## src/scint_div.sv

```systemverilog
// Restoring divider, one quotient bit per cycle, for a quotient known to fit
// in QUOT_W bits. Depends on nothing outside this file.
`default_nettype none

module scint_div #(
  parameter int DIVISOR_W  = 32,
  parameter int QUOT_W     = 25,
  parameter int DIVIDEND_W = DIVISOR_W + QUOT_W
) (
  input  wire logic                  clk,
  input  wire logic                  rst,
  input  wire logic                  start,
  input  wire logic [DIVIDEND_W-1:0] dividend,
  input  wire logic [DIVISOR_W-1:0]  divisor,
  output logic                       done,
  output logic      [QUOT_W-1:0]     quotient
);

  localparam int CW = $clog2(QUOT_W + 1);

  logic [DIVISOR_W-1:0] rem;
  logic [QUOT_W-1:0]    quo;
  logic [CW-1:0]        cnt;
  logic                 running;
  logic [DIVISOR_W:0]   trial;
  logic [DIVISOR_W:0]   diff;
  logic                 ge;

  always_comb begin
    trial = {rem, quo[QUOT_W-1]};
    ge    = trial >= {1'b0, divisor};
    diff  = trial - {1'b0, divisor};
  end

  always_ff @(posedge clk) begin
    if (rst) begin
      running <= 1'b0;
      done    <= 1'b0;
      cnt     <= '0;
    end else begin
      done <= 1'b0;
      if (start) begin
        // upper part is below the divisor, as the quotient fits QUOT_W bits
        rem     <= dividend[DIVIDEND_W-1 -: DIVISOR_W];
        quo     <= dividend[QUOT_W-1:0];
        cnt     <= CW'(QUOT_W);
        running <= 1'b1;
      end else if (running) begin
        rem <= ge ? diff[DIVISOR_W-1:0] : trial[DIVISOR_W-1:0];
        quo <= {quo[QUOT_W-2:0], ge};
        cnt <= cnt - CW'(1);
        if (cnt == CW'(1)) begin
          running <= 1'b0;
          done    <= 1'b1;
        end
      end
    end
  end

  assign quotient = quo;

endmodule

`default_nettype wire

```

## config.mk

```make
export PLATFORM = sky130hd
export DESIGN_NAME = scint_div
export DESIGN_NICKNAME = d
export VERILOG_FILES = /design/src/scint_div.sv
export SDC_FILE = /design/constraint.sdc
export NUM_CORES = 1
export LEC_CHECK = 0
export BUFFER_PORTS_ARGS = -buffer_cell sky130_fd_sc_hd__buf_4
export CORE_AREA = 2 2 114 116
export CTS_BUF_LIST = sky130_fd_sc_hd__clkbuf_16
export CTS_CLUSTER_DIAMETER = 30
export DETAILED_ROUTE_END_ITERATION = 6
export DIE_AREA = 0 0 116 118
export SYNTH_ARGS = -nofsm -noshare
export SYNTH_HDL_FRONTEND = slang
export SYNTH_SLANG_ARGS = --single-unit
```

## constraint.sdc

```tcl
create_clock -name clk -period 7.73 [get_ports clk]
set_input_delay 0.773 -clock clk [delete_from_list [all_inputs] [get_ports clk]]
set_output_delay 0.773 -clock clk [all_outputs]
set_load 0.02 [all_outputs]
```

Word level (Yosys, flattened, before mapping)
Index checks and enable logic that the tools add are counted.
{ "op_classes": {"mux": 11, "bitwise_logic": 2, "n_div": 0, "n_shift": 0, "n_eq_ne": 1, "reduce_logical": 4, "n_addsub": 2, "multipliers": 0, "n_lt_le_gt_ge": 1} }
{ "op_table": {"columns": ["op", "n"], "rows": [
  ["two-way mux 32 bit", 3],
  ["two-way mux 25 bit", 2],
  ["greater-or-equal comparator 33 x 32 -> 1 bit", 1],
  ["subtractor 32 bit", 1],
  ["two-way mux 5 bit", 2],
  ["equality test 5 x 1 -> 1 bit, second input constant", 1],
  ["subtractor 5 x 1 -> 5 bit, second input constant", 1],
  ["two-way mux 1 bit", 4],
  ["OR reduction 3 bit", 1],
  ["NOT 1 bit", 2],
  ["AND reduction 2 bit", 1],
  ["nonzero test 2 bit", 1],
  ["OR reduction 2 bit", 1]
]} }
{ "totals": {"latchBits": 0, "output_inout_bits": 26, "n_memories": 0, "mem_bits_rw": 0, "in_bits": 92, "reg_bits": 64, "mem_bits_ro": 0} }

Logic depth before layout (Yosys ltp)
{ "depth": {"depth_word": 4, "depth_mapped": 13, "mapped_depth_nobuf": 12} }

Least setup slack after synthesis
OpenSTA, ideal clock, no wires.
{ "synth_timing": {"path_type": "input -> register", "start": "in start", "end": "reg quo[0], in the netlist quotient[0] (enable)", "arrival_ns": 3.821, "path_stages": 4, "required_time_ns": 7.258, "setup_slack_ns": 3.437, "setup_ns": 0.472, "cell_sequence": "clkbuf_1 -> clkbuf_1 -> nor2_1 -> nor2_1"} }
{ "synth_between": {"elab_chain_len": 2} }
{ "synth_rtl": {"columns": ["element", "line_no", "text"], "rows": [
  ["start, declared", "12", "input wire logic start,"],
  ["nonzero test 2 bit (no line)", null, null],
  ["AND reduction 2 bit (no line)", null, null],
  ["end signal, assigned", "45", "quo <= dividend[QUOT_W-1:0];"],
  ["end signal, assigned", "50", "quo <= {quo[QUOT_W-2:0], ge};"],
  ["end, declared", "22", "logic [QUOT_W-1:0] quo;"]
]} }
Every way passes these cells.
A chain may end at the register's enable or synchronous reset.

Final worst setup path
{ "layout_timing": {"start": "in divisor[8]", "end": "reg rem[24], data pin"} }
{ "layout_between": {"elab_chain_len": 4, "elab_cells_between_ends": 5, "classes_between": "add/sub: 1; order compare: 1; mux: 3"} }
{ "layout_rtl": {"columns": ["element", "line_no", "text"], "rows": [
  ["start, declared", "14", "input wire logic [DIVISOR_W-1:0] divisor,"],
  ["subtractor 32 bit / greater-or-equal comparator 33 x 32 -> 1 bit (equally long branches)", "32, 31", null],
  ["two-way mux 32 bit (*)", "49", "rem <= ge ? diff[DIVISOR_W-1:0] : trial[DIVISOR_W-1:0];"],
  ["two-way mux 32 bit (*)", "48", "end else if (running) begin"],
  ["two-way mux 32 bit (*)", "42", "if (start) begin"],
  ["end signal, assigned", "44", "rem <= dividend[DIVIDEND_W-1 -: DIVISOR_W];"],
  ["end signal, assigned", "49", null],
  ["end, declared", "21", "logic [DIVISOR_W-1:0] rem;"]
]} }
Mark *: on every way between the ends. The rest lies on a longest branch, timed or not. The select of a mux whose other input is x is not followed.

==> impl_metrics.json <==
{
  "placed_cell_area_mm2": 0.00587,
  "finalMaxSlewViolations": 0,
  "crit_path_end_kind": "flop",
  "crit_type": "in -> reg",
  "die_width_um": 116,
  "antenna_cells": 0,
  "antenna_found_initial": 0,
  "top_layer": "met4",
  "synth_cell_types": 56,
  "synth_area_leader_cell": "edfxtp_1",
  "fin_area_mm2": 0.00617,
  "synthCells": 514,
  "r2r-end": "rem[24]",
  "synth_fp_nets": 641,
  "cts_hold_buf": 0,
  "fillers": 1198,
  "synth_top_cell_area_share_pct": 35.2,
  "timing_hold_violations_final": 0,
  "stdcell_count": 796,
  "p_leak_nw": 2.70,
  "synth_ff_type": "edfxtp_1",
  "min_path_cells": 2,
  "power_density_mw_per_mm2": 200,
  "hold_path_end": "cnt[1]",
  "fmax_ghz": 0.236,
  "hold_path_class": "reg -> reg",
  "swShare_pct": 31.1,
  "start_kind": "input port",
  "place_congestion": 0.867,
  "cts_tree": "done",
  "synth_top_family_by_area": "compound AO/OA/AOI/OAI gates",
  "period_needed_ns": 4.25,
  "fin_nets": 746,
  "timing.rr.start": "rem[7]",
  "synth_area_mm2": 0.00486,
  "hold_start": "cnt[1]",
  "grt_overflow": 0,
  "wl_mm": 12.5,
  "cts_setup_buffers": 0,
  "fin_ws_ns": 3.48,
  "drive_gt1_share_pct": 26.4,
  "tns_ns": 0,
  "sequentialPowerShare_pct": 35.3,
  "crit_arrival_ns": 4.33,
  "synth-compound-area-share_pct": 19.0,
  "cts_buffers": 9,
  "worstPathRequired_ns": 7.82,
  "io-pin-count": 118,
  "yosys.area_share.simple_pct": 13.4,
  "drc": 0,
  "p_sw_w": 0.000384,
  "grt_pass1_wl_mm": 20.7,
  "synth_most_common_cell": "edfxtp_1",
  "rsz0062_at_grt": "no",
  "clk_pin_slew_ns": 0.06,
  "cts_buffer_depth": 2,
  "clock-root-buffer": "clkbuf_16",
  "ir_drop_uv": 135,
  "synth.area.top_cells": "edfxtp_1 (35%), ha_1 (8.8%), mux2_2 (5.8%)",
  "met2_length_mm": 5.98,
  "drtPass1Iterations": 4,
  "viasPerCell": 5.26,
  "timing.final.crit_share_pct": 54.9,
  "synth_mux_area_share_pct": 9.09,
  "cp_max_fo": 33,
  "ys_async_sr_fraction_pct": 0,
  "pre_cts_ws_ns": 3.12,
  "ys_seq_area_share_pct": 38.1,
  "core_area_mm2": 0.0124,
  "drtIter0Drc": 198,
  "grt_pass1_vias": 4414,
  "synth.ff_latch_count": 64,
  "clkPwrFrac_pct": 33.0,
  "yosys-top-cells-count": "edfxtp_1 (57), a21oi_1 (52), nor2_1 (46)",
  "num_vias": 4187,
  "reg2regPathDepth": 10,
  "synth_edf_count": 57,
  "avgSynthCellArea_um2": 9.46,
  "numClockSinks": 64,
  "ys_warn_count": 0,
  "rows": 41,
  "final.setup_skew_ns": 0.00667,
  "hpwl_mm": 9.10,
  "worstMarginPinSlew_ns": 1.06,
  "ant_nets": 0,
  "ctsHtreeMaxLevel": 3,
  "comb_power_share_pct": 31.6,
  "dieArea_mm2": 0.0137,
  "p_int_w": 0.000852,
  "wirelength_met1_mm": 5.52,
  "clkLatencyLatePin_ns": 0.34,
  "drv_cap": 0,
  "port_buffers": 117,
  "dp_cells": 780,
  "finalSetupViolCount": 0,
  "synth_xor_area_share_pct": 5.41,
  "initial_core_util_pct": 39.2,
  "syn_to_final_growth_pct": 26.9,
  "slew_headroom_pct": 29.1,
  "rrSetupSlack_ns": 3.63,
  "cts_resized": 0,
  "grt_max_degree": 59,
  "wl_met3_um": 816,
  "wl_per_cell_um": 15.8,
  "status": "completed",
  "final_util_pct": 49.7,
  "grt_usage_pct": 19.0,
  "die_h_um": 118,
  "synth-adder-area-share_pct": 9.16
}
-- placed cells by master (no fill, tap or decap), drive strengths merged, types with 5 or more instances in the layout --
cell type,n
inv,48
nor4b,5
o21ai,21
buf,120
clkbuf,11
mux2,25
xnor2,17
and3,9
a31oi,5
dfxtp,7
a21oi,53
a221o,7
xor2,13
a21o,12
edfxtp,57
mux2i,16
nand4,11
nand2b,7
nor3,7
ha,34
nand2,32
a2bb2oi,8
nor2,46
-- final cells by class --
type | count | area (µm²) | area share, %
Tap cell | 172 | 215 | 3.49
Clock buffer | 11 | 275 | 4.46
Multi-Input combinational cell | 379 | 2730 | 44.3
Timing Repair Buffer | 120 | 901 | 14.6
Clock inverter | 5 | 21.3 | 0.345
Sequential cell | 64 | 1850 | 30.0
Inverter | 45 | 169 | 2.74
-- power by group through the flow --
| stage | logic [W] | registers, W | clock network [W] |
|---|---|---|---|
| 6_report | 0.000391 | 0.000437 | 0.000408 |
| 5_1_grt | 0.000436 | 0.000440 | 0.000430 |
| 4_1_cts | 0.000394 | 0.000437 | 0.000417 |
| 3_5_place_dp | 0.000392 | 0.000443 | 0 |
| 3_3_place_gp | 0.000386 | 0.000442 | 0 |
| 2_1_floorplan | 0.000272 | 0.000450 | 0 |
-- sequential cells by signal, summed over array words and instances, names as in the netlist --
register / count
cnt: 5
running: 1
quotient: 25
rem: 32
done: 1
-- through the flow --
| stage | power, W | hold WS, ns |
|---|---|---|
| 6_report | 0.00124 | 0.509 |
| 5_1_grt | 0.00131 | 0.544 |
| 3_3_place_gp | 0.000828 | 0.492 |
| 3_5_place_dp | 0.000834 | 0.511 |
| 2_1_floorplan | 0.000722 | 0.477 |
| 4_1_cts | 0.00125 | 0.517 |
-- critical path, cell delays in order --
cell,delay [ns]
buf_4,0.08
inv_1,0.03
ha_1,0.40
a21oi_2,0.19
o21bai_1,0.09
a211oi_2,0.29
a31oi_1,0.14
a211o_1,0.28
a2111oi_4,0.93
buf_4,0.50
nor2_1,0.24
a221o_1,0.37
-- how the worst max path moves through the flow --
stage               depth (start not counted)        from  slack [ns]          end
CTS                                        12  divisor[8]        3.47      rem[24]
finish                                     12  divisor[8]        3.48      rem[24]
floorplan                                   4       start        3.44  quotient[0]
global route                               12  divisor[8]        3.22      rem[24]
detailed placement                         12  divisor[8]        3.12      rem[29]
global placement                           12  divisor[8]        3.18      rem[17]
-- routing by layer --
metal  vias to the layer above  track usage [%]
li1                       2102                -
met1                      1957             23.9
met2                       116             31.2
met3                        12             4.94
met4                         0             7.22
met5                         -                0
-- kinds of logic (layout without fill, tap and decap cells) --
logic type | count (synthesis) | in the layout
AOI/OAI and AO/OA | 138 | 138
DFF | 64 | 64
and+or+nand+nor | 135 | 135
xor gates and xnor gates | 30 | 30
adders and majority gates | 35 | 35
buffers and inverters | 71 | 181
muxes | 41 | 41
Power figures use the tool's default switching activity.
