`config.mk`:
```
export PLATFORM = sky130hd
export DESIGN_NAME = scint_ram
export DESIGN_NICKNAME = d
export VERILOG_FILES = /design/src/scint_ram.sv
export SDC_FILE = /design/constraint.sdc
export NUM_CORES = 1
export LEC_CHECK = 0
export ABC_AREA = 1
export BUFFER_PORTS_ARGS = -buffer_cell sky130_fd_sc_hd__buf_2
export CAP_MARGIN = 25
export CORE_AREA = 2 2 90 113
export CTS_CLUSTER_SIZE = 12
export DETAILED_ROUTE_END_ITERATION = 6
export DIE_AREA = 0 0 92 115
export PLACE_DENSITY_LB_ADDON = 0.12
export SLEW_MARGIN = 0
export SYNTH_ARGS = -nofsm -noshare
export SYNTH_HDL_FRONTEND = slang
export SYNTH_SLANG_ARGS = --single-unit
```
`constraint.sdc`:
```
create_clock -name clk -period 1.7 [get_ports clk]
set_clock_uncertainty 0.05 [all_clocks]
set_input_delay 0.17 -clock clk [delete_from_list [all_inputs] [get_ports clk]]
set_output_delay 0.17 -clock clk [all_outputs]
set_load 0.02 [all_outputs]
```
`src/scint_ram.sv`:
```
// Generic single-port RAM with registered read.
// No dependencies.
`default_nettype none

module scint_ram #(
  parameter int WIDTH = 8,
  parameter int DEPTH = 16
) (
  input  wire logic                     clk,
  input  wire logic                     we,
  input  wire logic [$clog2(DEPTH)-1:0] addr,
  input  wire logic [WIDTH-1:0]         wdata,
  output logic      [WIDTH-1:0]         rdata
);

  logic [WIDTH-1:0] mem [DEPTH];

  always_ff @(posedge clk) begin
    if (we) begin
      mem[addr] <= wdata;
    end
    rdata <= mem[addr];
  end

endmodule

`default_nettype wire

```
[Word-level counts from Yosys, hierarchy flattened]
Memories as Yosys holds them, arrays and structs flattened. A register that Yosys moved wholly into a read port is not among the register bits.
Index checks and enable logic that the tools add are counted.
W data, S select, Z words.
Word-level totals
  logic and storage cells: 3
  input bits: 14
  output and inout bits: 8
  register bits: 0
  memories kept: 1
  RAM bits: 128
Memories
  mem: words 16, bits a word 8, rd ports 1, clocked after memory_dff 1, write ports 1, RTL line 16  | logic [WIDTH-1:0] mem [DEPTH];
Operators by class
  multiplexer cells: 2
Operator list (count)
  $mux W1: 2

[Longest topological paths before layout]
Gate-level depths: netlist of run 1.
  depth in word-level cells: 2
  mapped depth: 11

[Worst setup path before layout of run 1]
No wires, ideal clock.
  path type: input -> register
  start: in addr[1]
  end: mem mem[3][0] (enable)
  arrival: 1177 ps
  setup slack: 103 ps
  library setup time: 370 ps
  buffers on the path: 2
  cell stages on the path: 4
  path through: buf_2 > clkbuf_1 > nand3_1 > nor2_1
RTL lines
  from (decl): RTL line 11  | input wire logic [$clog2(DEPTH)-1:0] addr,
  to (decl): RTL line 16
Straight into the memory's write port.

[Final worst setup path of run 1]
  start: reg rdata[5] (read register of mem)
  end: out rdata[5]
RTL lines
  from (decl): RTL line 13  | output logic [WIDTH-1:0] rdata
No word-level cell between the ends.

==> results.json, run 1 <==
{
  "worstMarginPinSlew_ps": 405,
  "rsz0062_at_grt": "no",
  "ir_drop_uv": 960,
  "critPathLaunchType": "flip-flop",
  "cts_tree": "done",
  "die_height_um": 115,
  "synth_area_um2": 5590,
  "cts_root_buf": "clkbuf_16",
  "placed_cells": 702,
  "grt_pass1_vias": 3756,
  "routedWlPerCell_um": 15.9,
  "dpl.hpwl_um": 7550,
  "finalWirelength_um": 11700,
  "maxSlewHeadroom_pct": 73.0,
  "grt_max_degree": 27,
  "drt_pass1_iterations": 5,
  "synth.most_common_cell": "nand2_1",
  "r2r.worst_path.cells": 8,
  "clk_latency_ps": 410,
  "start_util_pct": 58.8,
  "r2r_slack_ps": 640,
  "worst_hold_path.endpoint": "mem[14][5]",
  "synth_cell_types": 11,
  "fin_crit_sh_pct": 67.3,
  "path_class": "reg2out",
  "vias": 3757,
  "crit_path_end_kind": "primary output",
  "gp_congestion": 0.909,
  "netlist.area_leader.share_pct": 68.7,
  "die_w_um": 92,
  "syn_inst": 548,
  "h-tree-depth": 4,
  "setup_viol_count_final": 0,
  "critical_path_arrival_ps": 920,
  "worst-path-buf-inv": 1,
  "drive_gt1_share_pct": 12.8,
  "async_flop_share_pct": 0,
  "dieArea_um2": 10600,
  "pin_count": 22,
  "synth_area_leaders": "edfxtp_1 (69%), nand2_1 (23%), dfxtp_1 (2.9%)",
  "reg2reg_from": "mem[2][6]",
  "cts_buffers": 17,
  "r2r-end": "rdata[6]",
  "synth_largest_area_cell": "edfxtp_1",
  "ys_dominant_reg_cell": "edfxtp_1",
  "ctsHoldBuffers": 0,
  "period_minus_slack_ps": 1140,
  "powerDensity_nw_per_um2": 1200,
  "drc_errors": 0,
  "cts_sinks": 136,
  "avgSynthCellArea_um2": 10.2,
  "crit_fanout": 1,
  "finalHoldViolCount": 0,
  "fp.coreArea_um2": 9510,
  "tns_ps": 0,
  "fmax_mhz": 874,
  "fill_cells": 722,
  "postCtsSetupRepairBufs": 0,
  "ctsResizeCount": 0,
  "hold_depth": 1,
  "viasPerCell": 5.12,
  "io_buffers": 21,
  "drt_iter0_drc": 308,
  "areaGrowthSynthToFinish_pct": 16.8,
  "synth_edf_count": 128,
  "grt_first_pass_wirelength_um": 18500,
  "synth_commonest_cells": "nand2_1 (346), edfxtp_1 (128), inv_1 (21)",
  "path_delay_family": "flip-flops",
  "ys_ff_latch": 136,
  "max-cap-violations": 0,
  "status": "completed",
  "cpPeakStageDelay_ps": 340,
  "antenna_found_initial": 0,
  "crit_slowest_cell": "dfxtp_1",
  "worstPathCellList": "buf_2",
  "postRouteAntennaNets": 0,
  "core.rowCount": 40,
  "leakage_nw": 2.85,
  "yosys_warnings": 0,
  "min_path_type": "in2reg",
  "grt_usage_pct": 24.1,
  "final_cells": 734,
  "antenna_cells": 0,
  "holdCritStartpoint": "wdata[5]",
  "cts.path.max_buffers": 2,
  "synth.net_count": 562,
  "yosysSeqAreaShare_pct": 71.6,
  "slew_viol_final": 0,
  "final_nets": 609,
  "crit_required_ps": 1480,
  "grt_overflow": 0,
  "clkSlewWorstSetupHoldPaths_ps": 60
}
## worst max path at each step
stage / startpoint / end / slack [ps] / cells past startpoint
final: rdata[5] / rdata[5] / 560 / 1
after global routing: rdata[5] / rdata[5] / 510 / 1
after CTS: rdata[5] / rdata[5] / 540 / 1
after detailed placement: addr[0] / mem[7][4] / 160 / 5
after global placement: addr[0] / mem[15][5] / 210 / 5
after floorplan: addr[1] / mem[3][0] / 100 / 4
## state kept, by name, summed over array words and instances, names as in the netlist
| name | count |
|---|---|
| mem | 128 |
| rdata | 8 |
## layer usage
layer  track usage (%)  share of wire [%]  up-vias  wire (um)
met5                 0                  0        -          0
li1                  -                  -     1845          -
met2              40.3                 50      125       5890
met3              6.03                6.5       28        759
met1              29.6                 40     1759       4720
met4              12.2                2.6        0        307
## logic make-up after synthesis
logic type	share of synthesized area, %
simple gates	24.8
flops	71.6
buf+inv	3.62
## report_power, final
group	switching [mW]	total (mW)	internal, mW
logic	0.346	0.481	0.135
clock network	1.31	3.61	2.29
registers	0.0207	3.77	3.75
## worst reg2reg max path: stages, from the launching register on
cell	delay, ps
edfxtp_1	370
nand2_1	80
nand2_1	50
nand2_1	50
nand2_1	60
nand2_1	80
nand2_1	70
inv_1	60
nand2_1	60
## layout by cell type, fill, tap and decap left out
master,Yosys,layout
nand3_1,4,4
nand2_1,346,346
dfxtp_1,8,8
inv_1,21,21
bufinv_16,0,3
clkinv_2,0,3
inv_2,1,1
edfxtp_1,128,128
clkbuf_16,0,17
clkinvlp_4,0,3
clkbuf_1,3,2
buf_4,6,28
inv_6,0,2
nor2_1,18,18
buf_2,12,21
clkinv_1,1,3
## cell type report
type / count / area, um^2 / area share, %
clock buffer: 19 / 433 / 6.62
clock inverter: 13 / 153 / 2.34
inverter: 23 / 86.3 / 1.32
multi-input combinational: 368 / 1390 / 21.2
sequential: 136 / 4000 / 61.3
tap: 126 / 158 / 2.41
timing repair buffer: 49 / 315 / 4.82
## stage by stage
stage | util, % | area (um^2) | total power, mW | hold slack [ps] | worst slack, ps
final | 68.7 | 6540 | 7.86 | 135 | 555
after global routing | 68.7 | 6540 | 8.11 | 147 | 509
after CTS | 68.7 | 6540 | 7.88 | 132 | 541
after detailed placement | 62.6 | 5950 | 4.32 | 540 | 163
after global placement | 62.6 | 5950 | 4.31 | 536 | 210
after floorplan | - | 5590 | 4.12 | 219 | 103
Power figures use the tool's default switching activity.
==> run 2, diff against run 1 <==
==> constraint.sdc (replaced) <==
create_clock -name clk -period 1.2 [get_ports clk]
set_clock_uncertainty 0.05 [all_clocks]
set_input_delay 0.12 -clock clk [delete_from_list [all_inputs] [get_ports clk]]
set_output_delay 0.12 -clock clk [all_outputs]
set_load 0.02 [all_outputs]
==> run 2 against run 1 <==
  * First-iteration DRC count decreased by 18%
  * Sequential share of layout area decreased by 2.0 points
  * Critical path depth unchanged
  * Flip-flop and latch count unchanged
  * Worst setup slack got worse by 440 ps
  * Highest routed layer unchanged
  * Die area unchanged
  * Total power increased by 40%
  * Register-to-register slack got worse by 490 ps
  * Combinational power increased by 62%
  * Sequential power increased by 42%
==> results.json, run 2 (synthesis results as in run 1) <==
{
  "hold_depth": 1,
  "io_buffers": 21,
  "fp.coreArea_um2": 9510,
  "start_util_pct": 58.8,
  "cpPeakStageDelay_ps": 340,
  "dpl.hpwl_um": 7680,
  "critical_path_arrival_ps": 920,
  "viasPerCell": 5.08,
  "r2r-end": "rdata[3]",
  "path_class": "reg2out",
  "status": "completed",
  "areaGrowthSynthToFinish_pct": 20.7,
  "h-tree-depth": 4,
  "largest_register_ffs": 128,
  "gp_congestion": 0.809,
  "cts_buffers": 17,
  "fill_cells": 718,
  "startpoint": "rdata[5]",
  "crit_required_ps": 1030,
  "crit_path_end_kind": "primary output",
  "ctsHoldBuffers": 0,
  "fin_ws_ps": 112,
  "worst_hold_path.endpoint": "mem[11][7]",
  "cts.path.max_buffers": 2,
  "fin_crit_sh_pct": 90.6,
  "grt_max_degree": 30,
  "final_nets": 602,
  "holdCritStartpoint": "wdata[7]",
  "worst-path-buf-inv": 1,
  "path_delay_family": "flip-flops",
  "routedWlPerCell_um": 16.4,
  "crit_fanout": 1,
  "reg2reg_from": "mem[7][3]",
  "antenna_cells": 0,
  "r2r.worst_path.cells": 8,
  "worstPathCellList": "buf_2",
  "r2r_slack_ps": 150,
  "ir_drop_uv": 1330,
  "die_height_um": 115,
  "antenna_found_initial": 0,
  "setup_viol_count_final": 0,
  "grt_usage_pct": 25.0,
  "clkSlewWorstSetupHoldPaths_ps": 60,
  "core.rowCount": 40,
  "finalHoldViolCount": 0,
  "fin_area_um2": 6750,
  "largestRegisters": "mem: 128 flops, rdata: 8 flops",
  "min_path_type": "in2reg",
  "mostFrequentLayoutCell": "nand2_1",
  "period_minus_slack_ps": 1090,
  "worstMarginPinSlew_ps": 385,
  "drc_errors": 0,
  "dieArea_um2": 10600,
  "placed_cells": 695,
  "cts_tree": "done",
  "total_power_mw": 11.0,
  "ctsResizeCount": 0,
  "top_register": "mem",
  "postCtsSetupRepairBufs": 0,
  "clk_latency_ps": 420,
  "slew_viol_final": 0,
  "cts_root_buf": "clkbuf_16",
  "die_w_um": 92,
  "crit_slowest_cell": "dfxtp_1",
  "final_cell_mix": "nand2_1 (346), edfxtp_1 (128), inv_1 (21), buf_2 (21), clkbuf_16 (17)",
  "grt_pass1_vias": 3754,
  "grt_overflow": 0,
  "critPathLaunchType": "flip-flop",
  "powerDensity_nw_per_um2": 1630,
  "rsz0062_at_grt": "no",
  "drt_iter0_drc": 253,
  "pin_count": 22,
  "maxSlewHeadroom_pct": 74.4,
  "drt_pass1_iterations": 4,
  "finalWirelength_um": 11900,
  "place_ws_ps": -145,
  "postRouteAntennaNets": 0,
  "leakage_nw": 2.85,
  "placed_area_um2": 6190,
  "final_cells": 727,
  "max-cap-violations": 0,
  "fmax_mhz": 919,
  "drive_gt1_share_pct": 15.6,
  "vias": 3695,
  "cts_sinks": 136,
  "grt_first_pass_wirelength_um": 19100
}
-- run 2: cell count changes in the layout (fill, tap and decap cells not counted), moves of 3 or more --
cell / change
nor2_1: -18
buf_4: -16
nor2_4: +16
buf_12: +9
nand3_1: -4
nand3_4: +4
clkinv_4: +3
-- run 2: worst max-delay path by stage --
stage | end | slack, ps | cells past startpoint
after floorplan | mem[10][0] | -10 | 4
after global placement | mem[14][6] | -100 | 4
after detailed placement | mem[14][0] | -140 | 4
after CTS | rdata[5] | 100 | 1
after global routing | rdata[7] | 50 | 8
final | rdata[5] | 110 | 1
-- run 2: final cells by class --
| class | count | area, um^2 | share of cell area, % |
|---|---|---|---|
| Sequential cell | 136 | 4000 | 59.3 |
| Tap cell | 126 | 158 | 2.34 |
| Clock buffer | 19 | 433 | 6.41 |
| Clock inverter | 13 | 131 | 1.95 |
| Multi-Input combinational cell | 368 | 1560 | 23.1 |
| Inverter | 23 | 87.6 | 1.30 |
| Timing Repair Buffer | 42 | 375 | 5.56 |
-- run 2: per-layer routing --
metal / wire length, um / GRT usage [%]
met3: 479 / 7.01
met4: 167 / 8.06
met5: 0 / 0
met1: 4870 / 29.0
met2: 6380 / 45.3
-- run 2: where the power goes --
| part | total [mW] | switching (mW) | internal (mW) |
|---|---|---|---|
| logic | 0.781 | 0.535 | 0.246 |
| clock network | 4.91 | 1.88 | 3.03 |
| registers | 5.34 | 0.0299 | 5.31 |
| total | 11.0 | 2.45 | 8.59 |
-- run 2: through the flow --
step           setup TNS (ps)  utilization (%)  hold slack, ps
2_1_floorplan            -181                -             169
3_3_place_gp            -9550             65.1             488
3_5_place_dp           -13400             65.1             488
4_1_cts                     0             71.0            75.1
5_1_grt                     0             71.0            69.1
6_report                    0             71.0            73.1
